<file path="config.mk">
export PLATFORM = sky130hd
export DESIGN_NAME = base64_space_pad_encoder
export DESIGN_NICKNAME = d
export VERILOG_FILES = /design/src/rtl/b64sp_pkg.sv /design/src/rtl/base64_space_pad_encoder.sv
export SDC_FILE = /design/constraint.sdc
export NUM_CORES = 1
export LEC_CHECK = 0
export BUFFER_PORTS_ARGS = -buffer_cell sky130_fd_sc_hd__buf_2
export CAP_MARGIN = 20
export CORE_ASPECT_RATIO = 1.75
export CORE_MARGIN = 2
export CORE_UTILIZATION = 35
export DETAILED_ROUTE_END_ITERATION = 6
export GPL_TIMING_DRIVEN = 0
export SYNTH_ARGS = -nofsm -noshare
export SYNTH_HDL_FRONTEND = slang
export SYNTH_SLANG_ARGS = --single-unit
</file>
<file path="constraint.sdc">
create_clock -name clk -period 3.9 [get_ports clk]
set_clock_uncertainty 0.2 [all_clocks]
set_input_delay 0.78 -clock clk [delete_from_list [all_inputs] [get_ports clk]]
set_output_delay 0.78 -clock clk [all_outputs]
set_load 0.01 [all_outputs]
</file>
<file path="src/rtl/b64sp_pkg.sv">
// Package for the space-padded base64 encoder.
// Holds the word types of both channels, the symbol table function and constants.
// No dependencies.
package b64sp_pkg;

    localparam logic [7:0] SymPad   = 8'h20;
    localparam logic [7:0] SymPlus  = 8'h2b;
    localparam logic [7:0] SymSlash = 8'h2f;
    localparam int         GroupSyms = 4;
    localparam int         GroupCntW = $clog2(GroupSyms + 1);

    typedef struct packed {
        logic [7:0] data_byte;
        logic       last_byte;
    } in_word_t;

    typedef struct packed {
        logic [7:0] symbol;
        logic       end_of_value;
    } out_word_t;

    // 6-bit index to base64 ASCII code
    function automatic logic [7:0] sextet_to_ascii(input logic [5:0] v);
        logic [7:0] w;
        logic [7:0] r;
        begin
            w = {2'b00, v};
            if (v < 6'd26)
            begin
                r = 8'h41 + w;
            end
            else if (v < 6'd52)
            begin
                r = 8'h61 + (w - 8'd26);
            end
            else if (v < 6'd62)
            begin
                r = 8'h30 + (w - 8'd52);
            end
            else if (v == 6'd62)
            begin
                r = SymPlus;
            end
            else
            begin
                r = SymSlash;
            end
            return r;
        end
    endfunction

endpackage

</file>
<file path="src/rtl/base64_space_pad_encoder.sv">
// The first symbol of a group is offered the cycle after the byte that closes it.
// One symbol is offered per cycle while dst_ready is high; every group, space-padded if
// short, yields 4 symbols. Non-closing bytes are taken every cycle; a closing byte waits
// until the 4-symbol output buffer is empty or handing over its last symbol.
// Reset (rst_n low, async): no bytes pending, output buffer empty.
// Depends on b64sp_pkg.
module base64_space_pad_encoder
    import b64sp_pkg::*;
(
    input  logic      clk,
    input  logic      rst_n,
    input  logic      src_valid,
    output logic      src_ready,
    input  in_word_t  src_word,
    output logic      dst_valid,
    input  logic      dst_ready,
    output out_word_t dst_word
);

    logic [15:0]          pend_bytes_reg;
    logic [15:0]          pend_bytes_next;
    logic [1:0]           pend_cnt_reg;
    logic [1:0]           pend_cnt_next;
    logic [7:0]           sym_reg  [GroupSyms];
    logic [7:0]           sym_next [GroupSyms];
    logic                 eov_reg;
    logic                 eov_next;
    logic [GroupCntW-1:0] out_cnt_reg;
    logic [GroupCntW-1:0] out_cnt_next;

    logic       take;
    logic       pop;
    logic       closes;
    logic       out_free;
    logic [7:0] b0;
    logic [7:0] b1;
    logic [7:0] b2;
    logic [7:0] grp_sym [GroupSyms];

    assign dst_valid = (out_cnt_reg != '0);
    assign pop       = dst_valid && dst_ready;
    assign out_free  = (out_cnt_reg == '0) || ((out_cnt_reg == GroupCntW'(1)) && dst_ready);
    // a count of two or more means the incoming byte completes the group
    assign closes    = src_word.last_byte || pend_cnt_reg[1];
    assign src_ready = !closes || out_free;
    assign take      = src_valid && src_ready;

    assign dst_word.symbol       = sym_reg[0];
    assign dst_word.end_of_value = eov_reg && (out_cnt_reg == GroupCntW'(1));

    // group assembly; missing bytes read as zero
    always_comb
    begin
        unique case (pend_cnt_reg)
            2'd0:
            begin
                b0 = src_word.data_byte;
                b1 = 8'h00;
                b2 = 8'h00;
            end
            2'd1:
            begin
                b0 = pend_bytes_reg[7:0];
                b1 = src_word.data_byte;
                b2 = 8'h00;
            end
            default:
            begin
                b0 = pend_bytes_reg[15:8];
                b1 = pend_bytes_reg[7:0];
                b2 = src_word.data_byte;
            end
        endcase

        grp_sym[0] = sextet_to_ascii(b0[7:2]);
        grp_sym[1] = sextet_to_ascii({b0[1:0], b1[7:4]});
        grp_sym[2] = (pend_cnt_reg != 2'd0) ? sextet_to_ascii({b1[3:0], b2[7:6]}) : SymPad;
        grp_sym[3] = (pend_cnt_reg == 2'd2 || pend_cnt_reg == 2'd3)
                     ? sextet_to_ascii(b2[5:0]) : SymPad;
    end

    always_comb
    begin
        pend_bytes_next = pend_bytes_reg;
        pend_cnt_next   = pend_cnt_reg;
        eov_next        = eov_reg;
        out_cnt_next    = out_cnt_reg;
        for (int i = 0; i < GroupSyms; i++)
        begin
            sym_next[i] = sym_reg[i];
        end

        if (pop)
        begin
            out_cnt_next = out_cnt_reg - GroupCntW'(1);
            for (int i = 0; i < GroupSyms - 1; i++)
            begin
                sym_next[i] = sym_reg[i + 1];
            end
        end

        if (take)
        begin
            if (closes)
            begin
                pend_bytes_next = '0;
                pend_cnt_next   = 2'd0;
                eov_next        = src_word.last_byte;
                out_cnt_next    = GroupCntW'(GroupSyms);
                for (int i = 0; i < GroupSyms; i++)
                begin
                    sym_next[i] = grp_sym[i];
                end
            end
            else
            begin
                pend_bytes_next = {pend_bytes_reg[7:0], src_word.data_byte};
                pend_cnt_next   = pend_cnt_reg + 2'd1;
            end
        end
    end

    always_ff @(posedge clk or negedge rst_n)
    begin
        if (!rst_n)
        begin
            pend_bytes_reg <= '0;
            pend_cnt_reg   <= 2'd0;
            out_cnt_reg    <= '0;
        end
        else
        begin
            pend_bytes_reg <= pend_bytes_next;
            pend_cnt_reg   <= pend_cnt_next;
            out_cnt_reg    <= out_cnt_next;
        end
    end

    // output buffer payload
    always_ff @(posedge clk)
    begin
        eov_reg <= eov_next;
        for (int i = 0; i < GroupSyms; i++)
        begin
            sym_reg[i] <= sym_next[i];
        end
    end

endmodule
</file>
Yosys cells after proc, flatten, opt, wreduce, memory -nomap -nowiden
Memory sizes are Yosys's and may differ from the RTL's.
Cells that the tools add are included.
- flip-flop bits (word level): 22
- memory bits (writable): 32
- bits of input ports: 13
- output and inout bits: 11
- word-level logic and storage cells: 91
- memories kept: 1
- memory list (name ; words ; bits a word ; rd ports ; clocked after memory_dff ; write ports ; line ; source):
    sym_reg ; 4 ; 8 ; 4 ; 0 ; 4 ; base64_space_pad_encoder.sv:24 ; logic [7:0] sym_reg [GroupSyms];
- add/subtract/negate cells: 22
- $lt $le $gt $ge: 12
- equality and inequality tests: 8
- mux-type cells: 29
- reductions and logical operators: 15
- operators with widths (operator ; number):
    $mux 8 ; 15
    $mux 32 ; 2
    $lt 6x6->1 const B ; 8
    $add 7x6->8 const A ; 4
    $add 7x7->8 const A ; 4
    $add 7x8->8 const A ; 4
    $pmux 8 s2 ; 2
    $sub 6x5->7 const B ; 4
    $sub 6x6->7 const B ; 4
    $eq 6x6->1 const B ; 4
    $lt 6x5->1 const B ; 4
    $mux 24 ; 1
    $mux 3 ; 7
    $mux 16 ; 1
    $eq 2x2->1 const B ; 2
    $logic_and 1x1->1 ; 4
    $logic_or 1x1->1 ; 4
    $eq 3x1->1 const B ; 1
    $logic_not 3->1 ; 1
    $reduce_bool 3->1 ; 1
    $sub 3x1->3 const B ; 1
    $add 2x1->2 const B ; 1
    $eq 2x1->1 const B ; 1
    $logic_not 2->1 ; 1
    5 further kinds ; 5

Depth between registers and ports, before layout
Gate-level depths: netlist (run 1).
- word-level depth: 11
- depth in mapped cells: 15
- gate-level depth less buffers: 12

Worst setup path after synthesis (run 1)
Ideal clock, no wire load.
- kind: reg-to-reg
- start: reg pend_cnt_reg[1]
- end: mem sym_reg[3][5], data pin
- library setup time: 0.261 ns
- arrival time: 3.100 ns
- data required time: 3.439 ns
- slack: 0.340 ns
- cell stages (with the launch flop): 15
- buffers on the path: 3
- clock period less this slack: 3.560 ns
- path through: dfrtp_1 > inv_1 > ha_1 > buf_2 > nor2_2 > buf_2 > buf_2 > nand2_1 > ha_1 > a21oi_1 > nor2b_1 > a2111oi_0 > xnor2_1 > o21ai_0 > a221o_1
- RTL lines (element ; line ; source):
    start, declared ; base64_space_pad_encoder.sv:22 ; logic [1:0] pend_cnt_reg;
    start signal, assigned ; base64_space_pad_encoder.sv:134 ; pend_cnt_reg <= pend_cnt_next;
    end, declared ; base64_space_pad_encoder.sv:24 ;

==> metrics.txt, run 1 <==
status=finished, final reports clean; vias in the first global route=4440; max reg flops=32; 1st-pass router iterations=5; CP Class=register to register; DRC viols=0; design area=~5000 um2; Overall Power=4730 uW; worst vdd ir=between 300 and 400 uV; setup TNS=0 ns; Max transition margin=49.0%; antenna violations before repair=0; Cell Chain, Critical Path=inv_1, ha_1, buf_2, clkbuf_2, a22oi_1, o21ai_2, clkbuf_4, inv_1, ha_1, clkbuf_1, nand3b_1, or4_1, o221a_2, mux2i_1, a31oi_1; die height=about 150 um; Max Root-Sink Buffers=2; cells after synthesis=576; Yosys top cell by area=dfrtp_1; dpl cell area=4810 um2; input/output buffers=19; FF+latch area=1280 um2; antenna-violating nets left=0; worst slew pin tran=between 0.7 and 0.8 ns; Yosys cell types=70; Seq cells post-synth=54; Synth Cell Area=~4500 um2; Avg Cell Area, Syn=7.83 um2; TritonCTS Buffers=5; EDFF count, synth=9; critical path fanouts, max=12; Final Hold Fails=0; I/O pins=24; clock latency at the later pin of the worst-skew pair=0.30 ns; startpoint types=register; synth top area cells=dfrtp_1, dfxtp_1, ha_1; Worst EP required=3.88 ns; Final Slew Violations=0; Via density=5.71; clock root cell=clkbuf_16; Post-Place Setup Slack=-0.605 ns; Pwr Density=926 nW/um2; Static Leak=between 0.002 and 0.0025 uW; Synth Flop Type=dfxtp_1; Total GRT Usage=20.4%; routed wire length=14200 um; area of the multi-input gates=3050 um2; row count=54; Post-Syn Nets=622; CP max-delay cell=dfrtp_1; total grt overflow=0; hpwl dp=around 11000 um; final setup margin=0.225 ns; die area=13800 um2; Seq/Total Area, Yosys=roughly 28%; Buf/Inv on CP=6; share of the synthesized area in the top cell type=11.7%; clk slew on worst S/H paths=0.08 ns; H-tree depth=2; slowest stage delay, CP=0.47 ns; global-route wire length before repair=around 23000 um; via count=4420; Hold Worst Slack=between 0.2 and 0.25 ns; Initial DRC Count=~250; core area=roughly 12000 um2; Tightest Hold Check Type=input pin to asynchronous set/reset pin; Final min period=approximately 3.7 ns; initial core utilization=36.1%; most common cell in the synthesized netlist=nand2_1; fmax=272 MHz; Top delay family on crit path=buffers and inverters; RePlAce Congestion=about 0.91; RSZ-0062 raised after global routing=yes; synth cell count leaders=nand2_1, ha_1, nand3_1; CTS tree=yes; Async SR Flop Fraction=38.9%; largest net degree at the start of global routing=22; warnings from Yosys=0; Max Cap Viol=0; Layout Nets=651; Chip Width=89.8 um; fill count=1284; drt wl/cell=18.3 um; clk sinks=54; critical path arrival=3.66 ns; CP Capture Type=register; Antenna Cells=0; area growth from synthesis to layout=13.3%; layout cells sized above 1=10.2%; final setup violation count=0; final worst-path cycle share=94.2%
==> worst register-to-register path, stage by stage, from the launching register on <==
cell and delay [ns]:
dfrtp_1 0.47, inv_1 0.10, ha_1 0.18, buf_2 0.18
clkbuf_2 0.21, a22oi_1 0.23, o21ai_2 0.10, clkbuf_4 0.21
inv_1 0.10, ha_1 0.14, clkbuf_1 0.36, nand3b_1 0.22
or4_1 0.44, o221a_2 0.15, mux2i_1 0.17, a31oi_1 0.10
==> power breakdown <==
group          leakage (uW)  switching [uW]  internal (uW)  total (uW)
Combinational       0.00152            1930           1190        3110
Clock             0.0000971             214            386         600
Sequential         0.000549             198            820        1020
==> path summary, 6_finish.rpt <==
path | from | endpoint | slack [ns] | cells after the start
hold / removal | rst_n | pend_bytes_reg[5] | 0.23 | 1
max in group asynchronous | rst_n | pend_bytes_reg[9] | 2.94 | 1
setup reg to reg | pend_cnt_reg[1] | sym_reg[0][4] | 0.22 | 15
setup / recovery | pend_cnt_reg[1] | sym_reg[0][4] | 0.22 | 15
min in group clk | pend_bytes_reg[13] | pend_bytes_reg[13] | 0.27 | 2
hold reg to reg | pend_bytes_reg[13] | pend_bytes_reg[13] | 0.27 | 2
==> layer usage <==
layer  vias to the layer above  global-route usage (%)  part of all wire, %
met4                         0                    12.7                  6.4
met1                      2117                    20.9                   37
met5                         -                       0                    0
met2                       114                    39.3                   54
li1                       2147                       -                    -
met3                        42                    1.86                  2.7
==> cells in the final DEF, fill, tap and decap left out, types with 22 or more instances in the layout <==
cell type and instances:
dfxtp_1 24, buf_2 25, nor2_1 28, ha_1 32
a21oi_1 28, nand2_1 96, nand3_1 30, clkbuf_1 23
o21ai_0 27, inv_1 22
==> cells by family after synthesis <==
family | Yosys count | synth area share [%]
and+or+nand+nor | 229 | 24.4
AOI/OAI and AO/OA | 154 | 23.4
buffers and inverters | 60 | 5.22
DFF | 54 | 28.3
adders and majority gates | 34 | 9.38
xor gates and xnor gates | 28 | 5.44
muxes | 17 | 3.83
==> cell type report <==
type | instances | area share [%]
Tap cell | 168 | 4.11
Multi-Input combinational cell | 462 | 59.8
Timing Repair Buffer | 23 | 2.52
Inverter | 24 | 1.76
Clock buffer | 6 | 2.72
Clock inverter | 2 | 1.18
Buffer | 35 | 2.96
Sequential cell | 54 | 25.0
==> through the flow <==
stage / util (%) / cells
after detailed placement: 38.5 / 763
final: 40.9 / 774
after CTS: 40.4 / 772
after floorplan: - / 576
after global routing: 40.9 / 774
after global placement: 38.5 / 763
==> repair_timing <==
item	CTS	global route
hold endpoints to repair	0	0
endpoints found under the setup margin	14	8
hold buffers	0	0
gates resized for setup	8	12
setup buffers	1	2
pin swaps	2	1
(Power assumes the default switching activity.)
==> inputs of run 2 (changes only) <==
--- a/config.mk
+++ b/config.mk
@@ -5,9 +5,9 @@
 export SDC_FILE = /design/constraint.sdc
 export NUM_CORES = 1
 export LEC_CHECK = 0
+export ABC_AREA = 1
 export BUFFER_PORTS_ARGS = -buffer_cell sky130_fd_sc_hd__buf_2
 export CAP_MARGIN = 20
-export CORE_ASPECT_RATIO = 1.75
 export CORE_MARGIN = 2
 export CORE_UTILIZATION = 35
 export DETAILED_ROUTE_END_ITERATION = 6
==> run 2 against run 1 <==
Net effect: count of clock-buffer cells in the layout decreased by 1; first-iteration DRC count increased by 59%; non-clock buffer count decreased by 16; total power increased by 2.7%; worst setup slack improved by 0.35 ns; die area increased by 2.5%; global-route usage decreased by 2.0 points; synthesized area increased by 2.8%; fmax increased by 11%; via count increased by 1.2%; core utilization decreased by 1.7 points; critical path type unchanged; largest power group unchanged.
==> metrics.txt, run 2 <==
Tightest Hold Check Type=input pin to asynchronous set/reset pin; Static Leak=between 0.002 and 0.003 uW; reg2reg path depth=16; row count=42; Post-CTS Setup Bufs=0; CTS tree=yes; global-route wire length before repair=about 21000 um; largest net degree at the start of global routing=22; Worst EP required=3.82 ns; most common cell in the synthesized netlist=nand2_1; Antenna Cells=0; Hold Worst Slack=0.257 ns; critical path fanouts, max=10; max reg flops=32; 1st-pass router iterations=5; Max Cap Viol=0; Top delay family on crit path=simple AND/OR/NAND/NOR gates; Pwr Density=about 950 nW/um2; Buf/Inv on CP=7; EDFF count, synth=9; antenna violations before repair=0; Initial DRC Count=399; area growth from synthesis to layout=10.4%; Crit. path cell count=16; worst slew pin tran=0.593 ns; Synth Flop Type=dfxtp_1; CP Class=register to register; die height=119 um; antenna-violating nets left=0; CP max-delay cell=dfrtp_1; most frequent cells in the layout=nand2_1, inv_1, nand3_1; TritonCTS Buffers=5; Chip Width=119 um; Seq cells post-synth=54; synth top area cells=nand2_1, dfrtp_1, dfxtp_1; setup TNS=0 ns; Via density=5.11; clk sinks=54; clock latency at the later pin of the worst-skew pair=0.30 ns; Avg Cell Area, Syn=6.93 um2; Max transition margin=60.5%; Post-Place Setup Slack=0.622 ns; CP Capture Type=register; Post-Syn Nets=roughly 720; final setup violation count=0; RSZ-0062 raised after global routing=no; die area=between 10000 and 15000 um2; warnings from Yosys=0; share of the synthesized area in the top cell type=between 10% and 20%; routed wire length=12700 um; clock root cell=clkbuf_16; cells after synthesis=669; final worst-path cycle share=85.2%; startpoint types=register; Seq/Total Area, Yosys=27.5%; fmax=301 MHz; vias in the first global route=4318; slowest stage delay, CP=approximately 0.47 ns; layout cells sized above 1=13.7%; initial core utilization=35.4%; Yosys top cell by area=nand2_1; Layout Nets=roughly 740; Overall Power=4860 uW; via count=between 4000 and 5000; Final Hold Fails=0; drt wl/cell=14.5 um; I/O pins=24; critical path arrival=3.24 ns; Cell Chain, Critical Path=inv_1, ha_1, buf_6, nor2_4, buf_12, inv_6, nor2_1, inv_1, ha_1, inv_1, nand3_1, nand2_1, nand2_1, inv_1, nand3_1, a31oi_1; Yosys cell types=approximately 50; Synth Cell Area=4640 um2; worst vdd ir=336 uV; most common cell after layout, fill and taps aside=nand2_1; final setup margin=0.578 ns; core area=around 13000 um2; Final min period=roughly 3.3 ns; hpwl dp=9860 um; RePlAce Congestion=0.950; DRC viols=0; Max Root-Sink Buffers=2; H-tree depth=2; Final Slew Violations=0; post-cts sizing count=0; Async SR Flop Fraction=38.9%; input/output buffers=22; total grt overflow=0; Total GRT Usage=between 15 and 20%; status=finished, final reports clean; reg2reg setup slack=0.58 ns; synth cell count leaders=nand2_1, inv_1, nand3_1; cts hold-fix bufs=0; most common cell type on the critical path=inv_1; clk slew on worst S/H paths=roughly 0.08 ns
run 2: cell count changes after synthesis, moves of 16 or more:
cell / before / now
inv_1: 22 / 87
xnor2_1: 21 / 5
nand2_1: 97 / 166
nand3_1: 30 / 66
clkbuf_1: 26 / 10
run 2: per-stage QoR:
| step | utilization (%) | instances | area (um2) |
|---|---|---|---|
| floorplan | - | 669 | 4640 |
| global placement | 38.0 | 867 | 4970 |
| detailed placement | 38.0 | 867 | 4970 |
| CTS | 39.1 | 875 | 5120 |
| global route | 39.1 | 875 | 5120 |
| finish | 39.1 | 875 | 5120 |
run 2: report_power, final:
part | internal, uW | switching, uW
clock network | 246 | 229
registers | 842 | 170
logic | 1180 | 2200
total | 2260 | 2600
run 2: area by class of cell:
type / instances / area [um2]
plain buffers: 20 / 128
clock buffers: 5 / 125
clock inverters: 3 / 28.8
repair buffers: 22 / 110
inverters: 99 / 377
well taps: 176 / 220
fillers: 1333 / 7960
flip-flops and latches: 54 / 1280
multi-input cells: 496 / 2860
run 2: cells by family (layout without fill, tap and decap cells):
group	after synthesis	after routing	synth area share, %
AO/OA/AOI/OAI	125	125	17.4
XOR/XNOR	20	20	3.78
adder cells (fa/ha/maj)	33	33	8.90
buffers and inverters	119	149	10.9
flip-flops	54	54	27.5
multiplexers	9	9	2.13
AND/OR/NAND/NOR	309	309	29.4
run 2: final timing paths:
kind | end | from
max | sym_reg[3][4] | pend_cnt_reg[1]
min | pend_bytes_reg[2] | rst_n
max reg2reg | sym_reg[3][4] | pend_cnt_reg[1]
min reg2reg | sym_reg[0][0] | sym_reg[0][0]
max in group asynchronous | pend_bytes_reg[12] | rst_n
min in group clk | sym_reg[0][0] | sym_reg[0][0]
run 2: worst register-to-register path, cell delays in order, from the launching register on:
cell	delay, ns
dfrtp_1	0.47
inv_1	0.11
ha_1	0.20
buf_6	0.15
nor2_4	0.11
buf_12	0.16
inv_6	0.08
nor2_1	0.31
inv_1	0.20
ha_1	0.24
inv_1	0.10
nand3_1	0.13
nand2_1	0.19
nand2_1	0.10
inv_1	0.11
nand3_1	0.09
a31oi_1	0.20
run 2: layer usage:
metal	track usage [%]	vias to the layer above	wire (um)
li1	-	2239	-
met1	24.4	2101	5820
met2	31.7	111	6120
met3	2.16	21	498
met4	4.91	0	238
met5	0	-	0
==> inputs of run 3 (changes only) <==
--- a/config.mk
+++ b/config.mk
@@ -12,6 +12,7 @@
 export CORE_UTILIZATION = 35
 export DETAILED_ROUTE_END_ITERATION = 6
 export GPL_TIMING_DRIVEN = 0
+export PLACE_DENSITY = 0.52
 export SYNTH_ARGS = -nofsm -noshare
 export SYNTH_HDL_FRONTEND = slang
 export SYNTH_SLANG_ARGS = --single-unit
==> run 3 against run 2 <==
Net effect: worst setup slack gained 0.043 ns; global-route usage grew 0.44 points; sequential share of layout area is essentially flat; fmax grew 1.3%; sequential power is essentially flat; critical path depth shrank 1; count of clock-buffer cells in the layout grew 2; register-to-register slack gained 0.04 ns; first-iteration DRC count shrank 44%; via count shrank 2.9%; total power grew 0.32%; flip-flop and latch count is the same; largest cell class unchanged.
==> metrics.txt, run 3 (synthesis results as in run 2) <==
H-tree depth=2; Layout Nets=about 740; Reg2Reg Capture Point=sym_reg[3][4]; Pwr Density=~950 nW/um2; I/O pins=24; area growth from synthesis to layout=10.6%; Initial DRC Count=222; clk slew on worst S/H paths=roughly 0.070 ns; CP Capture Type=register; vias in the first global route=around 4200; most frequent cells in the layout=nand2_1, inv_1, nand3_1; clock network fraction of total power=9.9%; Setup crit start=pend_cnt_reg[1]; most common cell after layout, fill and taps aside=nand2_1; CP Class=register to register; drt wl/cell=14.9 um; 1st-pass router iterations=5; critical path arrival=3.15 ns; max reg flops=32; DRC viols=0; Tightest Hold Check Type=input pin to asynchronous set/reset pin; Internal Pwr Total=around 2300 uW; reg2reg path depth=15; design area=5130 um2; Hold Worst Slack=0.281 ns; dpl cell area=~5000 um2; Top delay family on crit path=simple AND/OR/NAND/NOR gates; sw frac=52.9%; core area=roughly 13000 um2; slowest stage delay, CP=0.39 ns; clk sinks=54; r2r startpoint=pend_cnt_reg[1]; final setup violation count=0; status=finished, final reports clean; CTS tree=yes; Worst EP required=~3.8 ns; Chip Width=between 100 and 150 um; Max Root-Sink Buffers=2; critical path fanouts, max=10; most common cell type on the critical path=inv_1; setup TNS=0 ns; sequential power share=20.7%; Critical path destination=sym_reg[3][4]; fmax=305 MHz; largest net degree at the start of global routing=22; antenna-violating nets left=0; startpoint types=register; Gate power share=a little under 70%; Final Slew Violations=0; Post-CTS Setup Bufs=0; die area=14200 um2; RSZ-0062 raised after global routing=no; met2 usage=31.1%; Max transition margin=61.4%; die height=119 um; layout cells sized above 1=between 10 and 15%; Cell Chain, Critical Path=inv_1, ha_1, nor2_4, buf_12, inv_6, nor2_1, inv_1, ha_1, inv_1, nand3_1, nand2_1, nand2_1, inv_1, nand3_1, a31oi_1; row count=42; Final min period=3.28 ns; CP max-delay cell=dfrtp_1; routed wire length=13000 um; final worst-path cycle share=84.1%; total grt overflow=0; hpwl dp=approximately 10000 um; TritonCTS Buffers=5; met3 usage=under 10%; clock latency at the later pin of the worst-skew pair=0.29 ns; fill count=1420; worst slew pin tran=0.578 ns; Crit. path cell count=15; Final Hold Fails=0; Buf/Inv on CP=6; Static Leak=0.00253 uW; Switching Power=about 2600 uW; Total GRT Usage=18.9%; clock root cell=clkbuf_16; via count=4344; input/output buffers=22; antenna violations before repair=0; GRT busiest layer=met2; post-cts sizing count=0; cts hold-fix bufs=0; Antenna Cells=0; RePlAce Congestion=approximately 0.9; Via density=approximately 5.0; global-route wire length before repair=21500 um; reg2reg setup slack=0.62 ns; worst vdd ir=approximately 350 uV; initial core utilization=35.4%; GR Util met1=26.3%; Max Cap Viol=0
-- run 3: cell types whose count changed in the layout (fill, tap and decap cells not counted), sizes merged --
cell	change
clkbuf	+2
clkinv	-1
inv	-1
-- run 3: worst min-delay path by stage --
stage                        startpoint           endpoint  slack (ns)
final                             rst_n  pend_bytes_reg[1]        0.28
after detailed placement  sym_reg[0][0]      sym_reg[0][0]        0.29
after CTS                         rst_n  pend_bytes_reg[1]        0.28
after floorplan                   rst_n     out_cnt_reg[0]        0.28
after global routing              rst_n     out_cnt_reg[2]        0.30
after global placement    sym_reg[0][0]      sym_reg[0][0]        0.29
-- run 3: per-stage QoR --
step                      power (uW)  util, %  setup slack, ns  instances
after floorplan                 3570        -             1.13        669
final                           4880     39.2            0.621        875
after detailed placement        4380     38.0            0.691        867
after global routing            5410     39.2            0.353        875
after global placement          4340     38.0            0.690        867
after CTS                       4890     39.2            0.672        875
-- run 3: routing by layer --
metal / part of all wire (%) / vias up
met4: 1.3 / 0
met3: 3.2 / 13
met2: 47 / 77
li1: - / 2241
met5: 0 / -
met1: 49 / 2013
-- run 3: power by group through the flow --
stage / Sequential (uW) / Clock, uW / Combinational [uW]
floorplan: 990 / 0 / 2580
global placement: 1010 / 0 / 3330
detailed placement: 1020 / 0 / 3360
CTS: 1010 / 496 / 3380
global route: 1040 / 521 / 3850
finish: 1010 / 483 / 3390
-- run 3: layout make-up --
cell class,count,area [um2],share of cell area (%)
Tap cell,176,220,4.29
Clock buffer,7,154,3.00
Inverter,99,377,7.34
Clock inverter,1,8.76,0.171
Multi-Input combinational cell,496,2860,55.7
Timing Repair Buffer,22,110,2.15
Buffer,20,128,2.49
Sequential cell,54,1280,24.9
